### config.mk
export PLATFORM = sky130hd
export DESIGN_NAME = cardinal_number_to_word_tokens
export DESIGN_NICKNAME = d
export VERILOG_FILES = /design/src/hdl/cnwt_pkg.sv /design/src/hdl/cardinal_number_to_word_tokens.sv /design/src/hdl/cnwt_ctrl.sv /design/src/hdl/cnwt_datapath.sv
export SDC_FILE = /design/constraint.sdc
export NUM_CORES = 1
export LEC_CHECK = 0
export ABC_CLOCK_PERIOD_IN_PS = 4200
export BUFFER_PORTS_ARGS = -buffer_cell sky130_fd_sc_hd__buf_2
export CORE_MARGIN = 5
export CORE_UTILIZATION = 55
export CTS_BUF_LIST = sky130_fd_sc_hd__clkbuf_8
export DETAILED_ROUTE_END_ITERATION = 7
export PLACE_DENSITY = 0.69
export SLEW_MARGIN = 20
export SYNTH_ARGS = -nofsm -noshare
export SYNTH_HDL_FRONTEND = slang
export SYNTH_SLANG_ARGS = --single-unit
### constraint.sdc
create_clock -name clk -period 4.2 [get_ports clk]
set_input_delay 0 -clock clk [delete_from_list [all_inputs] [get_ports clk]]
set_output_delay 0 -clock clk [all_outputs]
set_load 0.01 [all_outputs]
### src/hdl/cnwt_pkg.sv
`timescale 1ns / 1ps

package cnwt_pkg;

    localparam int MAX_DIGITS_DEF = 16;
    localparam int STORE_DEPTH    = 16;
    localparam int ADDR_W         = 4;
    localparam int CNT_W          = 5;
    localparam int DIGIT_W        = 4;
    localparam int WORD_W         = 6;
    localparam int GROUP_DIGITS   = 6;
    localparam int SLOT_W         = 3;
    localparam int NUM_SLOTS      = 7;

    // word codes
    localparam logic [WORD_W-1:0] W_FEM_ONE    = 6'd10;
    localparam logic [WORD_W-1:0] W_FEM_TWO    = 6'd11;
    localparam logic [WORD_W-1:0] W_TEEN       = 6'd12;
    localparam logic [WORD_W-1:0] W_TENS       = 6'd22;
    localparam logic [WORD_W-1:0] W_HUND       = 6'd30;
    localparam logic [WORD_W-1:0] W_THOUS_SG   = 6'd39;
    localparam logic [WORD_W-1:0] W_THOUS_FEW  = 6'd40;
    localparam logic [WORD_W-1:0] W_THOUS_MANY = 6'd41;

    // output word source
    localparam logic [1:0] SEL_PASS  = 2'd0;
    localparam logic [1:0] SEL_SPELL = 2'd1;
    localparam logic [1:0] SEL_NUM   = 2'd2;

    typedef struct packed {
        logic       capture;
        logic       finish;
        logic       idx_clear;
        logic       idx_step;
        logic       load_out;
        logic [1:0] out_sel;
    } cmd_t;

    typedef struct packed {
        logic pass_needed;
        logic spell_mode;
        logic out_free;
        logic slot_present;
        logic slot_is_last;
        logic spell_is_last;
    } status_t;

endpackage

### src/hdl/cardinal_number_to_word_tokens.sv
`timescale 1ns / 1ps

// Ukrainian cardinal number to word codes. Digits enter one per cycle, most
// significant first, the final one marked by last_digit; the digit port then
// stalls until every word of that number has been loaded into the output
// register. After the final digit a decide state picks the form, then words
// follow: a spelled-out number (leading zero, two or more digits) reads each
// digit from the registered digit store in a read state, then loads it in a
// write state; a cardinal value steps through seven fixed word slots,
// skipping empty ones; an out-of-range or non-decimal number gives one
// pass-through transaction. Every word load waits while the output register
// is held by word_stall.
module cardinal_number_to_word_tokens
#(
    parameter int MAX_DIGITS = cnwt_pkg::MAX_DIGITS_DEF
)
(
    input  logic                           clk,
    input  logic                           rst_n,
    input  logic                           digit_valid,
    output logic                           digit_stall,
    input  logic [cnwt_pkg::DIGIT_W-1:0]   digit,
    input  logic                           last_digit,
    output logic                           word_valid,
    input  logic                           word_stall,
    output logic [cnwt_pkg::WORD_W-1:0]    word_code,
    output logic                           last_word,
    output logic                           pass_through
);

    cnwt_pkg::cmd_t    cmd;
    cnwt_pkg::status_t status;

    cnwt_ctrl u_ctrl
    (
        .clk         (clk),
        .rst_n       (rst_n),
        .digit_valid (digit_valid),
        .last_digit  (last_digit),
        .status      (status),
        .digit_stall (digit_stall),
        .cmd         (cmd)
    );

    cnwt_datapath
    #(
        .MAX_DIGITS (MAX_DIGITS)
    )
    u_datapath
    (
        .clk          (clk),
        .rst_n        (rst_n),
        .cmd          (cmd),
        .digit        (digit),
        .word_stall   (word_stall),
        .status       (status),
        .word_valid   (word_valid),
        .word_code    (word_code),
        .last_word    (last_word),
        .pass_through (pass_through)
    );

endmodule

### src/hdl/cnwt_ctrl.sv
`timescale 1ns / 1ps

module cnwt_ctrl
(
    input  logic              clk,
    input  logic              rst_n,
    input  logic              digit_valid,
    input  logic              last_digit,
    input  cnwt_pkg::status_t status,
    output logic              digit_stall,
    output cnwt_pkg::cmd_t    cmd
);

    localparam logic [2:0] ST_COLLECT  = 3'd0;
    localparam logic [2:0] ST_DECIDE   = 3'd1;
    localparam logic [2:0] ST_PASS     = 3'd2;
    localparam logic [2:0] ST_SPELL_RD = 3'd3;
    localparam logic [2:0] ST_SPELL_WR = 3'd4;
    localparam logic [2:0] ST_NUM      = 3'd5;

    logic [2:0] state_reg;
    logic [2:0] state_next;

    assign digit_stall = (state_reg != ST_COLLECT);

    always_comb
    begin
        state_next    = state_reg;
        cmd.capture   = 1'b0;
        cmd.finish    = 1'b0;
        cmd.idx_clear = 1'b0;
        cmd.idx_step  = 1'b0;
        cmd.load_out  = 1'b0;
        cmd.out_sel   = cnwt_pkg::SEL_PASS;
        case (state_reg)
            ST_COLLECT:
            begin
                if (digit_valid)
                begin
                    cmd.capture = 1'b1;
                    if (last_digit)
                    begin
                        state_next = ST_DECIDE;
                    end
                end
            end
            ST_DECIDE:
            begin
                cmd.idx_clear = 1'b1;
                if (status.pass_needed)
                begin
                    state_next = ST_PASS;
                end
                else if (status.spell_mode)
                begin
                    state_next = ST_SPELL_RD;
                end
                else
                begin
                    state_next = ST_NUM;
                end
            end
            ST_PASS:
            begin
                cmd.out_sel = cnwt_pkg::SEL_PASS;
                if (status.out_free)
                begin
                    cmd.load_out = 1'b1;
                    cmd.finish   = 1'b1;
                    state_next   = ST_COLLECT;
                end
            end
            ST_SPELL_RD:
            begin
                // store read data lands next cycle
                state_next = ST_SPELL_WR;
            end
            ST_SPELL_WR:
            begin
                cmd.out_sel = cnwt_pkg::SEL_SPELL;
                if (status.out_free)
                begin
                    cmd.load_out = 1'b1;
                    if (status.spell_is_last)
                    begin
                        cmd.finish = 1'b1;
                        state_next = ST_COLLECT;
                    end
                    else
                    begin
                        cmd.idx_step = 1'b1;
                        state_next   = ST_SPELL_RD;
                    end
                end
            end
            ST_NUM:
            begin
                cmd.out_sel = cnwt_pkg::SEL_NUM;
                if (!status.slot_present)
                begin
                    cmd.idx_step = 1'b1;
                end
                else if (status.out_free)
                begin
                    cmd.load_out = 1'b1;
                    if (status.slot_is_last)
                    begin
                        cmd.finish = 1'b1;
                        state_next = ST_COLLECT;
                    end
                    else
                    begin
                        cmd.idx_step = 1'b1;
                    end
                end
            end
            default:
            begin
                state_next = ST_COLLECT;
            end
        endcase
    end

    always_ff @(posedge clk or negedge rst_n)
    begin
        if (!rst_n)
        begin
            state_reg <= ST_COLLECT;
        end
        else
        begin
            state_reg <= state_next;
        end
    end

endmodule

### src/hdl/cnwt_datapath.sv
`timescale 1ns / 1ps

module cnwt_datapath
#(
    parameter int MAX_DIGITS = cnwt_pkg::MAX_DIGITS_DEF
)
(
    input  logic                               clk,
    input  logic                               rst_n,
    input  cnwt_pkg::cmd_t                     cmd,
    input  logic [cnwt_pkg::DIGIT_W-1:0]       digit,
    input  logic                               word_stall,
    output cnwt_pkg::status_t                  status,
    output logic                               word_valid,
    output logic [cnwt_pkg::WORD_W-1:0]        word_code,
    output logic                               last_word,
    output logic                               pass_through
);

    localparam int LIMIT = (MAX_DIGITS < cnwt_pkg::STORE_DEPTH) ?
                           MAX_DIGITS : cnwt_pkg::STORE_DEPTH;

    logic [cnwt_pkg::DIGIT_W-1:0] store_mem [cnwt_pkg::STORE_DEPTH];
    logic [cnwt_pkg::DIGIT_W-1:0] rd_data_reg;

    logic [cnwt_pkg::CNT_W-1:0]   count_reg, count_next;
    logic                         too_many_reg, too_many_next;
    logic                         bad_reg, bad_next;
    logic                         lead_zero_reg, lead_zero_next;
    logic [cnwt_pkg::ADDR_W-1:0]  idx_reg, idx_next;
    logic [cnwt_pkg::DIGIT_W-1:0] dig_reg [cnwt_pkg::GROUP_DIGITS];
    logic [cnwt_pkg::DIGIT_W-1:0] dig_next [cnwt_pkg::GROUP_DIGITS];

    logic                         word_valid_reg, word_valid_next;
    logic [cnwt_pkg::WORD_W-1:0]  word_code_reg, word_code_next;
    logic                         last_word_reg, last_word_next;
    logic                         pass_reg, pass_next;

    logic                         store_ok;
    logic [cnwt_pkg::NUM_SLOTS-1:0] present;
    logic [cnwt_pkg::WORD_W-1:0]  slot_code;
    logic [cnwt_pkg::SLOT_W-1:0]  slot;
    logic                         value_zero;
    logic [cnwt_pkg::WORD_W-1:0]  d0, d1, d2, d3, d4, d5;
    logic [cnwt_pkg::WORD_W-1:0]  fem_code, noun_code;

    assign store_ok = (count_reg < cnwt_pkg::CNT_W'(LIMIT));
    assign slot     = idx_reg[cnwt_pkg::SLOT_W-1:0];

    // dig_reg[0] holds the units digit
    assign d0 = cnwt_pkg::WORD_W'(dig_reg[0]);
    assign d1 = cnwt_pkg::WORD_W'(dig_reg[1]);
    assign d2 = cnwt_pkg::WORD_W'(dig_reg[2]);
    assign d3 = cnwt_pkg::WORD_W'(dig_reg[3]);
    assign d4 = cnwt_pkg::WORD_W'(dig_reg[4]);
    assign d5 = cnwt_pkg::WORD_W'(dig_reg[5]);

    assign value_zero = (d0 == '0) && (d1 == '0) && (d2 == '0) &&
                        (d3 == '0) && (d4 == '0) && (d5 == '0);

    always_comb
    begin
        if (d3 == 6'd1)
        begin
            fem_code = cnwt_pkg::W_FEM_ONE;
        end
        else if (d3 == 6'd2)
        begin
            fem_code = cnwt_pkg::W_FEM_TWO;
        end
        else
        begin
            fem_code = d3;
        end
        // teens of the thousands group always take the genitive plural
        if (d4 == 6'd1)
        begin
            noun_code = cnwt_pkg::W_THOUS_MANY;
        end
        else if (d3 == 6'd1)
        begin
            noun_code = cnwt_pkg::W_THOUS_SG;
        end
        else if ((d3 == 6'd2) || (d3 == 6'd3) || (d3 == 6'd4))
        begin
            noun_code = cnwt_pkg::W_THOUS_FEW;
        end
        else
        begin
            noun_code = cnwt_pkg::W_THOUS_MANY;
        end
    end

    // slots in output order: thousands hundreds, tens, units, noun,
    // then hundreds, tens, units of the low group
    always_comb
    begin
        present[0] = (d5 != '0);
        present[1] = (d4 != '0);
        present[2] = (d4 != 6'd1) && (d3 != '0);
        present[3] = (d5 != '0) || (d4 != '0) || (d3 != '0);
        present[4] = (d2 != '0);
        present[5] = (d1 != '0);
        present[6] = ((d1 != 6'd1) && (d0 != '0)) || value_zero;
    end

    always_comb
    begin
        case (slot)
            3'd0:    slot_code = cnwt_pkg::W_HUND - 6'd1 + d5;
            3'd1:    slot_code = (d4 == 6'd1) ? (cnwt_pkg::W_TEEN + d3)
                                              : (cnwt_pkg::W_TENS - 6'd2 + d4);
            3'd2:    slot_code = fem_code;
            3'd3:    slot_code = noun_code;
            3'd4:    slot_code = cnwt_pkg::W_HUND - 6'd1 + d2;
            3'd5:    slot_code = (d1 == 6'd1) ? (cnwt_pkg::W_TEEN + d0)
                                              : (cnwt_pkg::W_TENS - 6'd2 + d1);
            3'd6:    slot_code = d0;
            default: slot_code = '0;
        endcase
    end

    always_comb
    begin
        status.spell_mode    = (count_reg > cnwt_pkg::CNT_W'(1)) && lead_zero_reg;
        status.pass_needed   = too_many_reg || bad_reg ||
                               (!status.spell_mode &&
                                (count_reg > cnwt_pkg::CNT_W'(cnwt_pkg::GROUP_DIGITS)));
        status.out_free      = !word_valid_reg || !word_stall;
        status.slot_present  = (slot < cnwt_pkg::SLOT_W'(cnwt_pkg::NUM_SLOTS)) &&
                               present[slot];
        status.slot_is_last  = ((present >> ({1'b0, slot} + 4'd1)) == '0);
        status.spell_is_last = ((cnwt_pkg::CNT_W'(idx_reg) + cnwt_pkg::CNT_W'(1))
                                == count_reg);
    end

    always_comb
    begin
        count_next     = count_reg;
        too_many_next  = too_many_reg;
        bad_next       = bad_reg;
        lead_zero_next = lead_zero_reg;
        idx_next       = idx_reg;
        for (int i = 0; i < cnwt_pkg::GROUP_DIGITS; i++)
        begin
            dig_next[i] = dig_reg[i];
        end
        if (cmd.capture)
        begin
            if (store_ok)
            begin
                count_next = count_reg + cnwt_pkg::CNT_W'(1);
                if (digit > 4'd9)
                begin
                    bad_next = 1'b1;
                end
                if (count_reg == '0)
                begin
                    lead_zero_next = (digit == '0);
                end
                for (int i = cnwt_pkg::GROUP_DIGITS - 1; i > 0; i--)
                begin
                    dig_next[i] = dig_reg[i-1];
                end
                dig_next[0] = digit;
            end
            else
            begin
                too_many_next = 1'b1;
            end
        end
        if (cmd.finish)
        begin
            count_next     = '0;
            too_many_next  = 1'b0;
            bad_next       = 1'b0;
            lead_zero_next = 1'b0;
            for (int i = 0; i < cnwt_pkg::GROUP_DIGITS; i++)
            begin
                dig_next[i] = '0;
            end
        end
        if (cmd.idx_clear)
        begin
            idx_next = '0;
        end
        else if (cmd.idx_step)
        begin
            idx_next = idx_reg + cnwt_pkg::ADDR_W'(1);
        end
    end

    always_comb
    begin
        word_valid_next = word_valid_reg;
        word_code_next  = word_code_reg;
        last_word_next  = last_word_reg;
        pass_next       = pass_reg;
        if (cmd.load_out)
        begin
            word_valid_next = 1'b1;
            case (cmd.out_sel)
                cnwt_pkg::SEL_PASS:
                begin
                    word_code_next = '0;
                    last_word_next = 1'b1;
                    pass_next      = 1'b1;
                end
                cnwt_pkg::SEL_SPELL:
                begin
                    word_code_next = cnwt_pkg::WORD_W'(rd_data_reg);
                    last_word_next = status.spell_is_last;
                    pass_next      = 1'b0;
                end
                cnwt_pkg::SEL_NUM:
                begin
                    word_code_next = slot_code;
                    last_word_next = status.slot_is_last;
                    pass_next      = 1'b0;
                end
                default:
                begin
                    word_code_next = '0;
                    last_word_next = 1'b1;
                    pass_next      = 1'b1;
                end
            endcase
        end
        else if (!word_stall)
        begin
            word_valid_next = 1'b0;
        end
    end

    always_ff @(posedge clk)
    begin
        if (cmd.capture && store_ok)
        begin
            store_mem[count_reg[cnwt_pkg::ADDR_W-1:0]] <= digit;
        end
        rd_data_reg <= store_mem[idx_reg];
    end

    always_ff @(posedge clk)
    begin
        word_code_reg <= word_code_next;
        last_word_reg <= last_word_next;
        pass_reg      <= pass_next;
    end

    always_ff @(posedge clk or negedge rst_n)
    begin
        if (!rst_n)
        begin
            count_reg      <= '0;
            too_many_reg   <= 1'b0;
            bad_reg        <= 1'b0;
            lead_zero_reg  <= 1'b0;
            idx_reg        <= '0;
            word_valid_reg <= 1'b0;
            for (int i = 0; i < cnwt_pkg::GROUP_DIGITS; i++)
            begin
                dig_reg[i] <= '0;
            end
        end
        else
        begin
            count_reg      <= count_next;
            too_many_reg   <= too_many_next;
            bad_reg        <= bad_next;
            lead_zero_reg  <= lead_zero_next;
            idx_reg        <= idx_next;
            word_valid_reg <= word_valid_next;
            for (int i = 0; i < cnwt_pkg::GROUP_DIGITS; i++)
            begin
                dig_reg[i] <= dig_next[i];
            end
        end
    end

    assign word_valid   = word_valid_reg;
    assign word_code    = word_code_reg;
    assign last_word    = last_word_reg;
    assign pass_through = pass_reg;

endmodule
==> flow_summary.yaml <==
sta:
  rsz0062_at_grt: "no"
  timing.slew.headroom: 0.381
  tightest_slew_ns: 0.929
  fin_setup_tns_ns: 0
  fin_ws_ns: 1.17
  setup_violations: 0
  fin_crit_ns: 3.03
  hold_violations: 0
  finalCritPeriodShare: 0.721
  fmax_mhz: 330
  clock_skew_ns: 0.0105
  slew_violations: 0
detailed_routing:
  wire_per_inst_um: 18.7
  drc: 0
  vias_per_cell: 5.90
  vias: 4042
  ant_nets: 0
  drt-initial-drc-count: 397
  wirelength_um: 12800
  dr.pass1.iters: 7
synthesis:
  synth_edf_count: 72
  syn_avg_cell_area_um2: 11.9
  netlist_area_um2: 6100
  async_reset_ff_frac: 0.345
  ys_warn_count: 0
  ys_seq_area_frac: 0.531
  synth_top_area_cell: "edfxtp_1"
  synth_ff_type: "edfxtp_1"
  syn-num-nets: 545
  syn_inst: 513
  synth_cell_type_count: 64
  ys_ff_latch: 116
  synth_top_area_frac: 0.354
  synth_area_leaders: "edfxtp_1 35%, dfrtp_1 16%, mux4_2 7.4%"
global_route:
  grt_overflow: 0
  grt_antenna_before_repair: 0
  grt_pass1_wl_um: 21400
  grt_use_total: 0.212
  grt_max_degree: 41
  grt_pass1_vias: 3993
placement:
  gp_congestion: 0.931
  numPortBuffers: 18
  hpwl_um: 9060
  preCtsSetupSlack_ns: 1.16
power_and_ir_drop:
  p_leak_uw: 0.00258
  power.density_nw_per_um2: 690
  ir_worst_vdd_v: 0.000320
  p_total_uw: 4640
cells_and_area:
  layout_common_cells: "87 x nand2_1, 72 x edfxtp_1, 40 x dfrtp_1"
  finalNetCount: 564
  final_common_cell: "nand2_1"
  area_delta_synth_final_pct: 10.1
  finish.utilization: 0.620
  largest_register_ff_count: 64
  n_antenna_cell: 0
  fill_cells: 843
  drive_gt1_frac: 0.218
floorplan:
  die-area_um2: 13300
  ios: 19
  fp.dieH_um: 115
  num_rows: 38
  core-area_um2: 10800
  die_w_um: 115
  start_util: 0.563
clock_network:
  clkTransAtPathRegs_ns: 0.07
  clkSinkCount: 116
  post_cts_resized: 0
  ctsHoldBuffers: 7
  post-cts-setup-buffers: 0
  clock_latency_ns: 0.43
  clockRootBuffer: "clkbuf_8"
  cts_buffers: 17
  clock_path_buffers: 2
  cts_tree: "built"
  htree_levels: 4
status:
  status: "complete, no violations"
critical_path:
  cp_num_buf_inv: 1
  cp.arrival_ns: 3.08
  cp-start-kind: "flip-flop"
  crit_path_end_kind: "flip-flop"
  slowest_delay_ns: 0.61
  cp_cell_sequence: "inv_1 > ha_1 > nor3b_1 > nand3_1 > o21ai_1 > a31oi_4 > a211o_1 > a21oi_1"
  worst_ep_required_time_ns: 4.25
  cp_slowest_cell: "a21oi_1"
  critPathTopFamily: "compound AO/OA/AOI/OAI gates"
  crit_fanout: 8
  critPathKind: "flip-flop to flip-flop"
job:
  maxCapViolations: 0
min_path:
  hold_class: "input pin to flip-flop"
-- power breakdown --
part	total, uW	leakage [uW]	switching (uW)	internal [uW]
sequential	1730	0.00122	298	1430
clock	1020	0.000202	472	548
combinational	1880	0.00115	1090	796
total	4640	0.00258	1860	2780
-- metrics by stage --
stage	instance area, um^2	std cells	hold WS (ns)
final	6720	685	0.0396
after global routing	6720	685	0.0678
after CTS	6720	685	0.00661
after detailed placement	6250	646	0.186
after global placement	6250	646	0.166
after floorplan	6100	513	-0.296
-- final timing paths --
check	start	end	slack, ns	cells past startpoint
max	u_datapath.d3[2]	u_datapath.word_code[5]	1.17	8
min	last_digit	u_ctrl.state_reg[1]	0.04	5
max reg2reg	u_datapath.d3[2]	u_datapath.word_code[5]	1.17	8
min reg2reg	u_datapath.bad_reg	u_datapath.bad_reg	0.54	2
max in group asynchronous	rst_n	u_datapath.d4[0]	3.36	2
min in group asynchronous	rst_n	u_ctrl.state_reg[2]	0.25	2
-- synth_stat cells (all sizes together) (3+ instances only) --
master	n
xnor2	5
nand3	10
nor2	28
clkbuf	17
inv	23
dfxtp	4
buf	13
a221oi	3
xor2	8
or3	3
o21ai	20
dfrtp	40
edfxtp	72
and3	11
o211ai	4
mux4	20
ha	23
and2	10
nand2	87
nand4	3
a311oi	3
nor2b	3
a31oi	6
nor3	6
a21oi	38
nor4	5
mux2i	10
nor3b	6
nand2b	3
-- final cells by class --
class | count | area [um^2] | share of cell area
clock buffers | 18 | 248 | 0.0369
clock inverters | 14 | 149 | 0.0222
inverters | 23 | 86.3 | 0.0129
multi-input cells | 344 | 2620 | 0.390
flip-flops and latches | 116 | 3240 | 0.483
well taps | 140 | 175 | 0.0261
repair buffers | 30 | 198 | 0.0294
-- cells by family after synthesis --
family	Yosys count	synth area share
compound gates	97	0.121
xor+xnor	13	0.0187
buf+inv	53	0.0400
fa+ha+maj	23	0.0472
flops	116	0.531
simple gates	180	0.150
mux	31	0.0921
-- routing by layer --
| layer | vias to the layer above | wire, um | track usage |
|---|---|---|---|
| li1 | 1904 | - | - |
| met1 | 1990 | 6040 | 0.313 |
| met2 | 136 | 5910 | 0.319 |
| met3 | 12 | 720 | 0.0474 |
| met4 | 0 | 127 | 0.0548 |
| met5 | - | 0 | 0 |
-- tightest hold or removal path, delay by kind of cell --
family	cells	cell delay, ns
AOI/OAI and AO/OA	2	0.23
buffers and inverters	1	0.08
and+or+nand+nor	2	0.09
(Power assumes the default switching activity.)
